File: config.mk
export PLATFORM = sky130hd
export DESIGN_NAME = glob_wildcard_matcher_flat
export DESIGN_NICKNAME = d
export VERILOG_FILES = /design/src/hdl/gwm_pkg.sv /design/src/hdl/gwm_text_if.sv /design/src/hdl/gwm_result_if.sv /design/src/hdl/gwm_cell.sv /design/src/hdl/gwm_chain.sv /design/src/hdl/gwm_cfg.sv /design/src/hdl/glob_wildcard_matcher.sv /design/src/flat_wrapper.sv
export SDC_FILE = /design/constraint.sdc
export NUM_CORES = 1
export LEC_CHECK = 0
export BUFFER_PORTS_ARGS = -buffer_cell sky130_fd_sc_hd__buf_2
export CAP_MARGIN = 0
export CORE_MARGIN = 3
export CORE_UTILIZATION = 60
export DETAILED_ROUTE_END_ITERATION = 8
export PLACE_DENSITY = 0.8
export SETUP_SLACK_MARGIN = 0.5
export SYNTH_ARGS = -nofsm -noshare
export SYNTH_HDL_FRONTEND = slang
export SYNTH_SLANG_ARGS = --single-unit
File: constraint.sdc
create_clock -name clk -period 7.1 [get_ports clk]
set_clock_uncertainty 0.15 [all_clocks]
set_input_delay 0.71 -clock clk [delete_from_list [all_inputs] [get_ports clk]]
set_output_delay 0.71 -clock clk [all_outputs]
set_load 0.03 [all_outputs]
File: src/hdl/gwm_pkg.sv
// Package for the glob wildcard matcher: sizes, wildcard codes, register
// indexes and the types shared by the cells, the chain and the register file.
// No dependencies.
`timescale 1ns / 1ps

package gwm_pkg;

    localparam int PATTERN_MAX = 32;
    localparam int LEN_W       = 6;
    localparam int SET_W       = PATTERN_MAX + 1;
    localparam int IDX_W       = 3;
    localparam int ADDR_W      = 6;
    localparam int DATA_W      = 64;

    localparam logic [7:0] WILD_ONE = 8'h3F;
    localparam logic [7:0] WILD_RUN = 8'h2A;

    localparam logic [IDX_W-1:0] REG_LENGTH   = 3'd0;
    localparam logic [IDX_W-1:0] REG_BYTES_0  = 3'd1;
    localparam logic [IDX_W-1:0] REG_BYTES_8  = 3'd2;
    localparam logic [IDX_W-1:0] REG_BYTES_16 = 3'd3;
    localparam logic [IDX_W-1:0] REG_BYTES_24 = 3'd4;

    typedef logic [PATTERN_MAX-1:0][7:0] pat_bytes_t;

    typedef struct packed {
        logic closed;
        logic run_link;
        logic advance;
    } cell_out_t;

endpackage

File: src/hdl/gwm_text_if.sv
// Input channel of the glob wildcard matcher: one string byte or an end mark.
// Depends on nothing.
`timescale 1ns / 1ps

interface gwm_text_if;
    logic       valid;
    logic       ready;
    logic       mode;
    logic [7:0] text_byte;

    modport source (output valid, output mode, output text_byte, input ready);
    modport sink   (input valid, input mode, input text_byte, output ready);
endinterface

File: src/hdl/gwm_result_if.sv
// Output channel of the glob wildcard matcher: one match flag per string.
// Depends on nothing.
`timescale 1ns / 1ps

interface gwm_result_if;
    logic valid;
    logic ready;
    logic matched;

    modport source (output valid, output matched, input ready);
    modport sink   (input valid, input matched, output ready);
endinterface

File: src/hdl/gwm_cell.sv
// One pattern position of the matcher: holds its reachable bit, closes over a
// run wildcard and hands links to the next position. Depends on gwm_pkg.
`timescale 1ns / 1ps

module gwm_cell
    import gwm_pkg::*;
(
    input  logic       clk,
    input  logic       rst_n,
    input  logic       seed,
    input  logic       active,
    input  logic [7:0] pat_byte,
    input  logic [7:0] text_byte,
    input  logic       link_in,
    input  logic       advance_in,
    input  logic       step,
    input  logic       restart,
    output cell_out_t  cell_out
);

    logic reach_reg;
    logic reach_next;
    logic closed;
    logic is_run;
    logic hit;

    assign is_run = (pat_byte == WILD_RUN);
    assign hit    = (pat_byte == WILD_ONE) || (pat_byte == text_byte);
    assign closed = reach_reg | link_in;

    assign cell_out.closed   = closed;
    assign cell_out.run_link = closed & active & is_run;
    assign cell_out.advance  = closed & active & ~is_run & hit;

    always_comb
    begin
        reach_next = reach_reg;
        if (restart)
        begin
            reach_next = seed;
        end
        else if (step)
        begin
            reach_next = (closed & active & is_run) | advance_in;
        end
    end

    always_ff @(posedge clk or negedge rst_n)
    begin
        if (!rst_n)
        begin
            reach_reg <= seed;
        end
        else
        begin
            reach_reg <= reach_next;
        end
    end

endmodule

File: src/hdl/gwm_chain.sv
// Row of position cells plus the final position; gives the closed set bit at
// the pattern length. Depends on gwm_pkg and gwm_cell.
`timescale 1ns / 1ps

module gwm_chain
    import gwm_pkg::*;
(
    input  logic             clk,
    input  logic             rst_n,
    input  pat_bytes_t       pat_bytes,
    input  logic [LEN_W-1:0] pat_len,
    input  logic [7:0]       text_byte,
    input  logic             step,
    input  logic             restart,
    output logic             matched
);

    cell_out_t        cell_out [PATTERN_MAX];
    logic [SET_W-1:0] closed_vec;
    logic             last_reg;
    logic             last_next;

    genvar p;
    generate
        for (p = 0; p < PATTERN_MAX; p++)
        begin : g_cell
            logic link_in;
            logic advance_in;

            if (p == 0)
            begin : g_first
                assign link_in    = 1'b0;
                assign advance_in = 1'b0;
            end
            else
            begin : g_rest
                assign link_in    = cell_out[p-1].run_link;
                assign advance_in = cell_out[p-1].advance;
            end

            gwm_cell u_cell (
                .clk        (clk),
                .rst_n      (rst_n),
                .seed       ((p == 0) ? 1'b1 : 1'b0),
                .active     (LEN_W'(p) < pat_len),
                .pat_byte   (pat_bytes[p]),
                .text_byte  (text_byte),
                .link_in    (link_in),
                .advance_in (advance_in),
                .step       (step),
                .restart    (restart),
                .cell_out   (cell_out[p])
            );

            assign closed_vec[p] = cell_out[p].closed;
        end
    endgenerate

    assign closed_vec[PATTERN_MAX] = last_reg | cell_out[PATTERN_MAX-1].run_link;
    assign matched                 = closed_vec[pat_len];

    always_comb
    begin
        last_next = last_reg;
        if (restart)
        begin
            last_next = 1'b0;
        end
        else if (step)
        begin
            last_next = cell_out[PATTERN_MAX-1].advance;
        end
    end

    always_ff @(posedge clk or negedge rst_n)
    begin
        if (!rst_n)
        begin
            last_reg <= 1'b0;
        end
        else
        begin
            last_reg <= last_next;
        end
    end

endmodule

File: src/hdl/gwm_cfg.sv
// APB-style register file for the pattern length and pattern bytes.
// Depends on gwm_pkg.
`timescale 1ns / 1ps

module gwm_cfg
    import gwm_pkg::*;
(
    input  logic              clk,
    input  logic              rst_n,
    input  logic              psel,
    input  logic              penable,
    input  logic              pwrite,
    input  logic [ADDR_W-1:0] paddr,
    input  logic [DATA_W-1:0] pwdata,
    output logic [DATA_W-1:0] prdata,
    output logic              pready,
    output pat_bytes_t        pat_bytes,
    output logic [LEN_W-1:0]  pat_len
);

    logic [LEN_W-1:0]  length_reg;
    logic [DATA_W-1:0] words_reg [4];
    logic [IDX_W-1:0]  idx;
    logic              wr_en;

    assign pready = 1'b1;
    assign idx    = paddr[ADDR_W-1:ADDR_W-IDX_W];
    assign wr_en  = psel & penable & pwrite;

    assign pat_len = (length_reg > LEN_W'(PATTERN_MAX)) ? LEN_W'(PATTERN_MAX) : length_reg;
    assign pat_bytes = {words_reg[3], words_reg[2], words_reg[1], words_reg[0]};

    always_comb
    begin
        unique case (idx)
            REG_LENGTH:   prdata = {{(DATA_W-LEN_W){1'b0}}, length_reg};
            REG_BYTES_0:  prdata = words_reg[0];
            REG_BYTES_8:  prdata = words_reg[1];
            REG_BYTES_16: prdata = words_reg[2];
            REG_BYTES_24: prdata = words_reg[3];
            default:      prdata = '0;
        endcase
    end

    always_ff @(posedge clk or negedge rst_n)
    begin
        if (!rst_n)
        begin
            length_reg   <= '0;
            words_reg[0] <= '0;
            words_reg[1] <= '0;
            words_reg[2] <= '0;
            words_reg[3] <= '0;
        end
        else if (wr_en)
        begin
            unique case (idx)
                REG_LENGTH:   length_reg   <= pwdata[LEN_W-1:0];
                REG_BYTES_0:  words_reg[0] <= pwdata;
                REG_BYTES_8:  words_reg[1] <= pwdata;
                REG_BYTES_16: words_reg[2] <= pwdata;
                REG_BYTES_24: words_reg[3] <= pwdata;
                default:      ;
            endcase
        end
    end

endmodule

File: src/hdl/glob_wildcard_matcher.sv
// Top level of the glob wildcard matcher: register file, cell chain and
// result register. Depends on gwm_pkg, gwm_text_if, gwm_result_if, gwm_cfg,
// gwm_chain.
//
//   channel    | dir | payload              | transaction
//   text_ch    | in  | mode, text_byte      | one string byte or end of string
//   result_ch  | out | matched              | one flag per end of string
//   apb        | in  | paddr, pwdata/prdata | register write or read, 64 bits
//
// One transaction per cycle while ready is high; a byte updates every cell's
// reachable bit in the cycle it is taken, with the star closure rippling along
// the row of cells. An end transaction loads the result register at the edge
// that takes it; the flag is offered from the next cycle. text_ch stays ready
// while that register is empty or being drained.
// Reset leaves only position zero reachable, no result pending, config zero.
`timescale 1ns / 1ps

module glob_wildcard_matcher
    import gwm_pkg::*;
(
    input  logic                clk,
    input  logic                rst_n,
    gwm_text_if.sink            text_ch,
    gwm_result_if.source        result_ch,
    input  logic                psel,
    input  logic                penable,
    input  logic                pwrite,
    input  logic [ADDR_W-1:0]   paddr,
    input  logic [DATA_W-1:0]   pwdata,
    output logic [DATA_W-1:0]   prdata,
    output logic                pready
);

    pat_bytes_t       pat_bytes;
    logic [LEN_W-1:0] pat_len;
    logic             take;
    logic             step;
    logic             restart;
    logic             matched;
    logic             valid_reg;
    logic             valid_next;
    logic             matched_reg;

    gwm_cfg u_cfg (
        .clk       (clk),
        .rst_n     (rst_n),
        .psel      (psel),
        .penable   (penable),
        .pwrite    (pwrite),
        .paddr     (paddr),
        .pwdata    (pwdata),
        .prdata    (prdata),
        .pready    (pready),
        .pat_bytes (pat_bytes),
        .pat_len   (pat_len)
    );

    assign text_ch.ready = ~valid_reg | result_ch.ready;
    assign take          = text_ch.valid & text_ch.ready;
    assign step          = take & ~text_ch.mode;
    assign restart       = take & text_ch.mode;

    gwm_chain u_chain (
        .clk       (clk),
        .rst_n     (rst_n),
        .pat_bytes (pat_bytes),
        .pat_len   (pat_len),
        .text_byte (text_ch.text_byte),
        .step      (step),
        .restart   (restart),
        .matched   (matched)
    );

    always_comb
    begin
        valid_next = valid_reg;
        if (restart)
        begin
            valid_next = 1'b1;
        end
        else if (result_ch.ready)
        begin
            valid_next = 1'b0;
        end
    end

    always_ff @(posedge clk or negedge rst_n)
    begin
        if (!rst_n)
        begin
            valid_reg <= 1'b0;
        end
        else
        begin
            valid_reg <= valid_next;
        end
    end

    always_ff @(posedge clk)
    begin
        if (restart)
        begin
            matched_reg <= matched;
        end
    end

    assign result_ch.valid   = valid_reg;
    assign result_ch.matched = matched_reg;

endmodule

File: src/flat_wrapper.sv
// flat-port wrapper written by rule: the top's interface ports become plain ports
module glob_wildcard_matcher_flat import gwm_pkg::*;
  (clk, rst_n, psel, penable, pwrite, paddr, pwdata, prdata, pready, text_ch_valid, text_ch_mode, text_ch_text_byte, text_ch_ready, result_ch_valid, result_ch_matched, result_ch_ready);
  gwm_text_if text_ch_i ();
  gwm_result_if result_ch_i ();
  input  logic clk;
  input  logic rst_n;
  input  logic psel;
  input  logic penable;
  input  logic pwrite;
  input  logic [ADDR_W-1:0] paddr;
  input  logic [DATA_W-1:0] pwdata;
  output logic [DATA_W-1:0] prdata;
  output logic pready;
  input wire logic [$bits(text_ch_i.valid)-1:0] text_ch_valid;
  input wire logic [$bits(text_ch_i.mode)-1:0] text_ch_mode;
  input wire logic [$bits(text_ch_i.text_byte)-1:0] text_ch_text_byte;
  output wire logic [$bits(text_ch_i.ready)-1:0] text_ch_ready;
  output wire logic [$bits(result_ch_i.valid)-1:0] result_ch_valid;
  output wire logic [$bits(result_ch_i.matched)-1:0] result_ch_matched;
  input wire logic [$bits(result_ch_i.ready)-1:0] result_ch_ready;
  assign text_ch_i.valid = text_ch_valid;
  assign text_ch_i.mode = text_ch_mode;
  assign text_ch_i.text_byte = text_ch_text_byte;
  assign text_ch_ready = text_ch_i.ready;
  assign result_ch_valid = result_ch_i.valid;
  assign result_ch_matched = result_ch_i.matched;
  assign result_ch_i.ready = result_ch_ready;
  glob_wildcard_matcher u_core (.clk(clk), .rst_n(rst_n), .text_ch(text_ch_i), .result_ch(result_ch_i), .psel(psel), .penable(penable), .pwrite(pwrite), .paddr(paddr), .pwdata(pwdata), .prdata(prdata), .pready(pready));
endmodule
==> results of run 1 <==
-- worst paths after layout --
| path | cells after the start | startpoint | slack [ps] | to |
|---|---|---|---|---|
| worst min register to register | 2 | u_core.u_chain.g_cell[12].u_cell.reach_reg | 320 | u_core.u_chain.g_cell[12].u_cell.reach_reg |
| min in group clk | 2 | pwdata[27] | 310 | u_core.u_cfg.pat_bytes[155] |
| worst max-delay path | 11 | u_core.u_cfg.length_reg[4] | 2260 | u_core.result_ch.matched |
| worst max register to register | 11 | u_core.u_cfg.length_reg[4] | 2260 | u_core.result_ch.matched |
| worst min-delay path | 1 | rst_n | 130 | u_core.u_cfg.pat_bytes[213] |
| max in group asynchronous | 2 | rst_n | 5050 | u_core.u_chain.g_cell[9].u_cell.reach_reg |
-- metrics by stage --
stage	instance area [um2]	worst slack, ps
5_1_grt	21200	2230
3_5_place_dp	20000	2530
3_3_place_gp	20000	2570
2_1_floorplan	19000	3620
6_report	21200	2260
4_1_cts	21200	2530
-- routing by layer --
| layer | vias to the layer above | part of all wire | wire [um] |
|---|---|---|---|
| met4 | 0 | 0.041 | 2510 |
| li1 | 7239 | - | - |
| met2 | 1153 | 0.47 | 29000 |
| met3 | 225 | 0.099 | 6040 |
| met1 | 8455 | 0.39 | 23600 |
| met5 | - | 0 | 0 |
-- worst register-to-register path, delay by kind of cell (launching register included) --
kind	cells	cell delay, ps
compound gates	6	2460
buf+inv	1	320
flops	1	770
simple gates	4	1020
-- cells by family (layout without fill, tap and decap cells) --
family          Yosys count  in the layout
buf+inv                 149            257
xor+xnor                256            256
compound gates          408            408
flops                   297            297
mux                     271            271
other cells               1              2
simple gates            531            531
-- cell usage after synthesis (all sizes together) (20+ instances only) --
cell type	n	area [um2]
dfrtp	295	7380
mux2	260	2930
xnor2	192	1680
nand2	149	559
a22oi	124	931
nor2	108	405
clkbuf	92	345
a21oi	64	335
xor2	64	561
o21ai	62	310
nand4	60	382
nor3	34	170
buf	32	129
nor4	29	224
inv	25	93.8
nand3	21	105
o31ai	21	176
or3	20	125
-- final cells by class --
type	count	area share
Clock inverter	7	0.00473
Antenna cell	1	0.000118
Timing Repair Buffer	173	0.0454
Clock buffer	52	0.0492
Inverter	25	0.00443
Multi-Input combinational cell	1467	0.521
Tap cell	396	0.0234
Sequential cell	297	0.351
-- placed cells by master, fill, tap and decap left out, drive strengths merged, types with 7 or more instances in the layout --
cell type	n
a211oi	13
a21o	14
a21oi	64
a22o	8
a22oi	124
a31oi	16
a41o	7
and2	11
buf	173
clkbuf	52
dfrtp	295
inv	26
mux2	260
mux2i	10
nand2	149
nand2b	11
nand3	21
nand4	60
nand4b	16
nor2	108
nor2b	10
nor3	34
nor4	29
nor4b	8
nor4bb	11
o21ai	62
o22a	7
o22ai	14
o31ai	21
or3	20
or4	11
xnor2	192
xor2	64
-- report_power, final --
part	internal, uW	switching (uW)	leakage (uW)	total, uW
Clock	1090	733	0.000562	1820
Combinational	638	711	0.00441	1350
Sequential	1990	505	0.00382	2490
Total	3710	1950	0.00879	5660
==> out/qor.yml, run 1 <==
outcome:
  status: "finished, final reports clean"
floorplan:
  die_h_um: 184
  rows: 64
  core_area_um2: 30900
  io_pins: 154
  die_area_um2: 33800
  die_w_um: 184
  start_util: 0.615
clock_tree:
  root_buffer: "clkbuf_16"
  clock_latency_ps: 540
  cts_hold_buf: 0
  clkTransAtPathRegs_ps: 60
  cts_made_buffers: 35
  cts_max_path_buffers: 3
  postCtsSetupBuffers: 0
  cts_sinks: 297
  tritoncts: "done"
  ctsHtreeMaxLevel: 2
  post_cts_resize_count: 0
timing:
  tns_ps: 0
  max_clock_freq_ghz: 0.206
  rsz0062_at_grt: "false"
  setup_viol: 0
  worst_pin_slew_ps: 1220
  slew_headroom: 0.184
  finalHoldViolCount: 0
  min_period_ps: 4840
  holdWs_ps: 130
  slew_viol_final: 0
  finalCritPeriodShare: 0.682
synthesis:
  synth-compound-area-share: 0.150
  ys_warn_count: 0
  synth_xor_xnor_area_share: 0.118
  synth_top_family_by_area: "multiplexers"
  synthMuxAreaShare: 0.161
  synth.avg_cell_area_um2: 9.93
  ys_seq_elements: 297
  synth_edf_count: 1
  async_flop_share: 0.997
  syn_area_um2: 19000
  yosysUniqueCellTypes: 83
  synth.net_count: 1999
  synthSimpleGateAreaFrac: 0.149
  ys.flop_type: "dfrtp_1"
  ys_seq_area_frac: 0.392
  synthAdderAreaFrac: 0
  postSynthCellCount: 1913
layout:
  nFillCells: 2376
  fin_util: 0.685
  area_growth_pct: 11.4
  multi_input_area_um2: 11000
  largest_register_ffs: 256
  layout-drive-gt1-share: 0.258
  stdcell_count: 2418
  regArea_um2: 7440
  final_nets: 2085
routing:
  vias_per_cell: 7.06
  drt-initial-drc-count: 2137
  route.detailed.drc: 0
  wire_per_inst_um: 25.3
  antenna_left: 0
  dr.pass1.iters: 7
  num_vias: 17100
  drt-total-wl_mm: 61.2
global_route:
  grt.met2_usage: 0.590
  gr-total-overflow: 0
  use_met1: 0.466
  grt_max_degree: 181
  use_met3: 0.0582
  grt_pass1_vias: 17300
  gr-max-usage-layer: "met2"
  antenna_found_initial: 1
  grt_pass1_wl_mm: 95.8
  grt_usage: 0.356
setup_path:
  end_kind: "register"
  crit_fanout: 15
  cp_cell_sequence: "buf_4, or2_1, o2111ai_1, a211oi_1, nand3_1, a221oi_1, nor4_2, o31ai_4, o31ai_1, o2111ai_1, and3_1"
  required_ps: 7330
  critical-path-top-delay-family: "compound AO/OA/AOI/OAI gates"
  cpMaxStageDelayCell: "dfrtp_1"
  cp_slowest_stage_delay_ps: 770
  crit_buf_inv: 1
  cp-start-kind: "register"
  cpMostUsedCell: "o2111ai_1"
  path_class: "reg -> reg"
  critPathArrivalTime_ps: 5080
placed_design:
  io_buffers: 149
  dp_hpwl_mm: 39.5
  dp_cells: 2358
  gp_congestion: 1.00
power_and_ir_drop:
  power.density_nw_per_um2: 267
  ir_worst_vdd_mv: 0.233
  p_leak_uw: 0.00879
  p_total_uw: 5660
run:
  cap_viol_max_count: 0
worst_hold_path:
  worstHoldPathType: "in -> async"
Power figures use the tool's default switching activity.
==> run 2: changes to the inputs <==
- CORE_UTILIZATION: 60 -> 55
- PLACE_DENSITY: 0.8 -> 0.77
- clock period: 7.1 -> 4.3 ns (I/O delays scaled with it)
==> out/qor.yml, run 2 (synthesized netlist as in run 1, its figures left out) <==
outcome:
  status: "finished, final reports clean"
power_and_ir_drop:
  p_total_uw: 9470  # +67%
  p_leak_uw: 0.00921  # +4.8%
  ir_worst_vdd_mv: 0.365  # +56%
  power.density_nw_per_um2: 429  # +60%
timing:
  min_period_ps: 3840  # -1000 ps
  slew_viol_final: 0  # unchanged
  holdWs_ps: 33.4  # -97.0 ps
  max_clock_freq_ghz: 0.260  # +26%
  finalHoldViolCount: 0  # unchanged
  setup_viol: 0  # unchanged
  rsz0062_at_grt: "true"
  fin_ws_ps: 458  # -1800 ps
  finalCritPeriodShare: 0.893  # +0.211
  slew_headroom: 0.241  # +0.0575
  tns_ps: 0  # unchanged
  worst_pin_slew_ps: 1140  # -83.4 ps
layout:
  final_common_cell: "dfrtp_1"
  nFillCells: 2672  # +12%
  area_growth_pct: 16.2
  stdcell_count: 2542  # +5.1%
  multi_input_area_um2: 11200  # +1.7%
  final_nets: 2158  # +3.5%
  largest_register_ffs: 256  # unchanged
  regArea_um2: 7440  # about the same
  antenna_cells: 0  # -1
  final_cell_mix: "dfrtp_1, mux2_2, xnor2_1"
  layout-drive-gt1-share: 0.298  # +0.0392
setup_path:
  crit_fanout: 6  # -9
  required_ps: 4570  # -2760 ps
  cp_cell_sequence: "nor4bb_2, buf_4, nand2_1, or3_1, or4_4, nor4_4, buf_4, o31a_1, buf_6, nor2_4, o21ba_4, o21bai_1, a21oi_1, o31ai_1"
  end_kind: "register"
  cpMostUsedCell: "buf_4"
  cp_slowest_stage_delay_ps: 550  # -220 ps
  critical-path-top-delay-family: "simple AND/OR/NAND/NOR gates"
  cp-start-kind: "register"
  crit_buf_inv: 3  # +2
  cpMaxStageDelayCell: "or4_4"
  path_class: "reg -> reg"
  critPathArrivalTime_ps: 4110  # -970 ps
routing:
  route.met2.wl_mm: 29.5  # +1.8%
  wl_met1_mm: 25.8  # +9.1%
  wire_per_inst_um: 24.9  # -1.5%
  routed.top_layer: "met4"
  antenna_left: 0  # unchanged
  dr.pass1.iters: 6  # -1
  wl_met3_mm: 5.58  # -7.6%
  drt-total-wl_mm: 63.4  # +3.6%
  num_vias: 17000  # -0.69%
  vias_per_cell: 6.67  # -5.5%
  drt-initial-drc-count: 1720  # -20%
  route.detailed.drc: 0  # unchanged
worst_hold_path:
  worstHoldPathType: "in -> reg"
clock_tree:
  cts_sinks: 297  # unchanged
  clkTransAtPathRegs_ps: 60  # about the same
  ctsHtreeMaxLevel: 2  # unchanged
  cts_made_buffers: 35  # unchanged
  root_buffer: "clkbuf_16"
  cts_max_path_buffers: 3  # unchanged
  clock_latency_ps: 520  # -20 ps
  tritoncts: "done"
run:
  cap_viol_max_count: 0  # unchanged
floorplan:
  core_area_um2: 33800  # +9.3%
  die_w_um: 192  # +4.3%
  die_area_um2: 36800  # +8.8%
  start_util: 0.562  # -0.0523
  io_pins: 154  # unchanged
  rows: 67  # +4.7%
  die_h_um: 192  # +4.3%
placed_design:
  gp_congestion: 0.952  # -5.0%
  dp_hpwl_mm: 43.5  # +10%
  dp_slack_ps: 271  # -2250 ps
  dp_cells: 2468  # +4.7%
  io_buffers: 149  # unchanged
global_route:
  grt_usage: 0.341  # -0.0151
  antenna_found_initial: 0  # -1
  grt_max_degree: 124  # -31%
  grt_pass1_vias: 17100  # -0.93%
  gr-total-overflow: 0  # unchanged
  grt_pass1_wl_mm: 98.0  # +2.4%
==> run 2: through the flow <==
stage | cell area (um2) | util
floorplan | 19000 | -
global placement | 20600 | 0.611
detailed placement | 20600 | 0.611
CTS | 21800 | 0.646
global route | 22100 | 0.654
finish | 22100 | 0.654
==> run 2: worst register-to-register path: stages, from the launching register on <==
cell	delay, ps
dfrtp_2	460
nor4bb_2	380
buf_4	200
nand2_1	80
or3_1	410
or4_4	550
nor4_4	250
buf_4	180
o31a_1	180
buf_6	120
nor2_4	30
o21ba_4	240
o21bai_1	180
a21oi_1	100
o31ai_1	240
==> run 2: metal layers <==
layer / vias up / GRT usage
met5: - / 0
met4: 0 / 0.141
met3: 180 / 0.0493
met2: 954 / 0.552
met1: 8464 / 0.459
li1: 7356 / -
==> run 2: final timing paths <==
kind / depth (start not counted) / slack (ps) / start / endpoint
worst max-delay path: 14 / 460 / u_core.u_cfg.pat_bytes[52] / u_core.u_chain.g_cell[23].u_cell.reach_reg
worst min-delay path: 2 / 30 / pwdata[33] / u_core.u_cfg.pat_bytes[161]
worst max register to register: 14 / 460 / u_core.u_cfg.pat_bytes[52] / u_core.u_chain.g_cell[23].u_cell.reach_reg
worst min register to register: 2 / 330 / u_core.u_chain.g_cell[12].u_cell.reach_reg / u_core.u_chain.g_cell[12].u_cell.reach_reg
max in group asynchronous: 3 / 2580 / rst_n / u_core.u_cfg.pat_bytes[52]
min in group asynchronous: 2 / 480 / rst_n / u_core.u_cfg.pat_bytes[209]
==> run 2: repair_timing <==
action	CTS	global route
endpoints found under the hold margin	119	0
hold buffers	1	0
endpoints found under the setup margin	9	13
resized for setup	13	27
pin swaps	4	17
setup buffers	0	14
==> run 2: power by group <==
| group | total [uW] | switching, uW | internal (uW) |
|---|---|---|---|
| Clock | 2990 | 1190 | 1800 |
| Combinational | 2380 | 1240 | 1140 |
| Sequential | 4100 | 817 | 3290 |
| Total | 9470 | 3240 | 6230 |
==> run 2: cell type report <==
class | instances | area share
Tap cell | 448 | 0.0254
Sequential cell | 297 | 0.337
Multi-Input combinational cell | 1467 | 0.508
Clock inverter | 11 | 0.00618
Timing Repair Buffer | 246 | 0.0735
Inverter | 25 | 0.00425
Clock buffer | 48 | 0.0452
==> run 3: changes to the inputs <==
--- a/constraint.sdc
+++ b/constraint.sdc
@@ -3,3 +3,3 @@
 set_input_delay 0.43 -clock clk [delete_from_list [all_inputs] [get_ports clk]]
 set_output_delay 0.43 -clock clk [all_outputs]
-set_load 0.03 [all_outputs]
+set_load 0.005 [all_outputs]
==> out/qor.yml, run 3 (synthesized netlist as in run 1, its figures left out) <==
outcome:
  status: "finished, final reports clean"
layout:
  largest_register_ffs: 256  # unchanged
  antenna_cells: 0  # unchanged
  final_nets: 2160  # +0.093%
  final_common_cell: "dfrtp_1"
  final_cell_mix: "dfrtp_1, mux2_2, xnor2_1"
  area_growth_pct: 16.8
  layout-drive-gt1-share: 0.303  # +0.00592
  nFillCells: 2639  # -1.2%
  stdcell_count: 2544  # +0.079%
  fin_util: 0.657  # +0.00322
  regArea_um2: 7450  # about the same
  multi_input_area_um2: 11300  # +0.69%
power_and_ir_drop:
  ir_worst_vdd_mv: 0.423  # +16%
  power.density_nw_per_um2: 420  # -2.1%
  p_leak_uw: 0.00924  # +0.28%
  p_total_uw: 9320  # -1.6%
placed_design:
  io_buffers: 149  # unchanged
  gp_congestion: 0.949  # -0.24%
  dp_hpwl_mm: 43.3  # -0.53%
  dp_cells: 2467  # -0.041%
setup_path:
  required_ps: 4590  # +20 ps
  path_class: "reg -> reg"
  critPathArrivalTime_ps: 4150  # +40 ps
  cpMostUsedCell: "buf_4"
  end_kind: "register"
  cp-start-kind: "register"
  crit_fanout: 6  # unchanged
  cp_slowest_stage_delay_ps: 610  # +60 ps
  cp_cell_sequence: "or4b_4, a2111o_1, or4_4, nor4_4, buf_4, o31a_1, buf_6, nor2_4, buf_4, nor4_1, a21oi_1, o21ai_0"
  crit_buf_inv: 3  # unchanged
  critical-path-top-delay-family: "simple AND/OR/NAND/NOR gates"
  rrSetupSlack_ps: 440  # -20 ps
  cpMaxStageDelayCell: "or4_4"
routing:
  wire_per_inst_um: 25.0  # +0.50%
  num_vias: 17100  # +0.96%
  drt-initial-drc-count: 1817  # +5.6%
  dr.pass1.iters: 7  # +1
  drt-total-wl_mm: 63.7  # +0.58%
  antenna_left: 0  # unchanged
  vias_per_cell: 6.73  # +0.88%
  route.detailed.drc: 0  # unchanged
clock_tree:
  tritoncts: "done"
  cts_sinks: 297  # unchanged
  clkTransAtPathRegs_ps: 60  # about the same
  cts_max_path_buffers: 3  # unchanged
  clock_latency_ps: 520  # about the same
  root_buffer: "clkbuf_16"
  ctsHtreeMaxLevel: 2  # unchanged
  cts_made_buffers: 35  # unchanged
run:
  cap_viol_max_count: 0  # unchanged
floorplan:
  core_area_um2: 33800  # unchanged
  die_w_um: 192  # unchanged
  io_pins: 154  # unchanged
  die_h_um: 192  # unchanged
  die_area_um2: 36800  # unchanged
  rows: 67  # unchanged
  start_util: 0.562  # unchanged
global_route:
  grt_usage: 0.340  # about the same
  antenna_found_initial: 0  # unchanged
  grt_max_degree: 124  # unchanged
  grt_pass1_wl_mm: 97.9  # -0.18%
  grt_pass1_vias: 17200  # +0.29%
  gr-total-overflow: 0  # unchanged
timing:
  setup_viol: 0  # unchanged
  rsz0062_at_grt: "true"
  max_clock_freq_ghz: 0.259  # -0.45%
  slew_viol_final: 0  # unchanged
  slew_headroom: 0.238  # -0.00312
  finalCritPeriodShare: 0.897  # +0.00404
  min_period_ps: 3860  # +17.4 ps
  tns_ps: 0  # unchanged
  worst_pin_slew_ps: 1140  # +4.69 ps
  finalHoldViolCount: 0  # unchanged
worst_hold_path:
  worstHoldPathType: "in -> reg"
==> run 3: stage by stage <==
stage / instance area, um2 / setup slack (ps) / hold slack, ps
after global placement: 20600 / 291 / 318
after CTS: 21900 / 506 / 14.3
final: 22200 / 441 / 29.5
after global routing: 22200 / 375 / 26.9
after floorplan: 19000 / 819 / -15.6
after detailed placement: 20600 / 232 / 324
==> run 3: worst reg2reg max path, delay by kind of cell, from the launching register on <==
kind / cells / cell delay (ps)
DFF: 1 / 430
and+or+nand+nor: 5 / 1890
AOI/OAI and AO/OA: 4 / 860
buffers and inverters: 3 / 450
==> run 3: path summary, 6_finish.rpt <==
check	startpoint	to	depth (start not counted)
min in group asynchronous	rst_n	u_core.u_cfg.pat_bytes[149]	2
max reg2reg	u_core.u_cfg.pat_bytes[70]	u_core.u_chain.g_cell[22].u_cell.reach_reg	12
min	pwdata[59]	u_core.u_cfg.pat_bytes[251]	2
min reg2reg	u_core.u_chain.g_cell[12].u_cell.reach_reg	u_core.u_chain.g_cell[12].u_cell.reach_reg	2
max	u_core.u_cfg.pat_bytes[70]	u_core.u_chain.g_cell[22].u_cell.reach_reg	12
max in group asynchronous	rst_n	u_core.u_cfg.pat_bytes[63]	3
==> run 3: layout make-up <==
class / instances / share of cell area
well taps: 448 / 0.0253
clock buffers: 52 / 0.0483
inverters: 25 / 0.00423
clock inverters: 7 / 0.00282
repair buffers: 248 / 0.0744
multi-input cells: 1467 / 0.509
flip-flops and latches: 297 / 0.336
==> run 3: power breakdown <==
| part | internal, uW | switching, uW |
|---|---|---|
| sequential | 3290 | 825 |
| clock | 1780 | 1190 |
| combinational | 1150 | 1090 |
| total | 6210 | 3100 |
==> run 3: metal layers <==
| metal | share of wire | track usage | vias up | wire [um] |
|---|---|---|---|---|
| li1 | - | - | 7382 | - |
| met1 | 0.40 | 0.461 | 8589 | 25700 |
| met2 | 0.47 | 0.550 | 960 | 29800 |
| met3 | 0.090 | 0.0524 | 185 | 5710 |
| met4 | 0.040 | 0.135 | 0 | 2520 |
| met5 | 0 | 0 | - | 0 |
==> run 3: timing repair <==
item                                    CTS  global route
endpoints found under the hold margin   119             0
gates resized for setup                  14            40
gates cloned                              0             0
endpoints found under the setup margin    9            11
buffers inserted                          2            15
pin swaps                                 3            23
hold buffers                              1             0
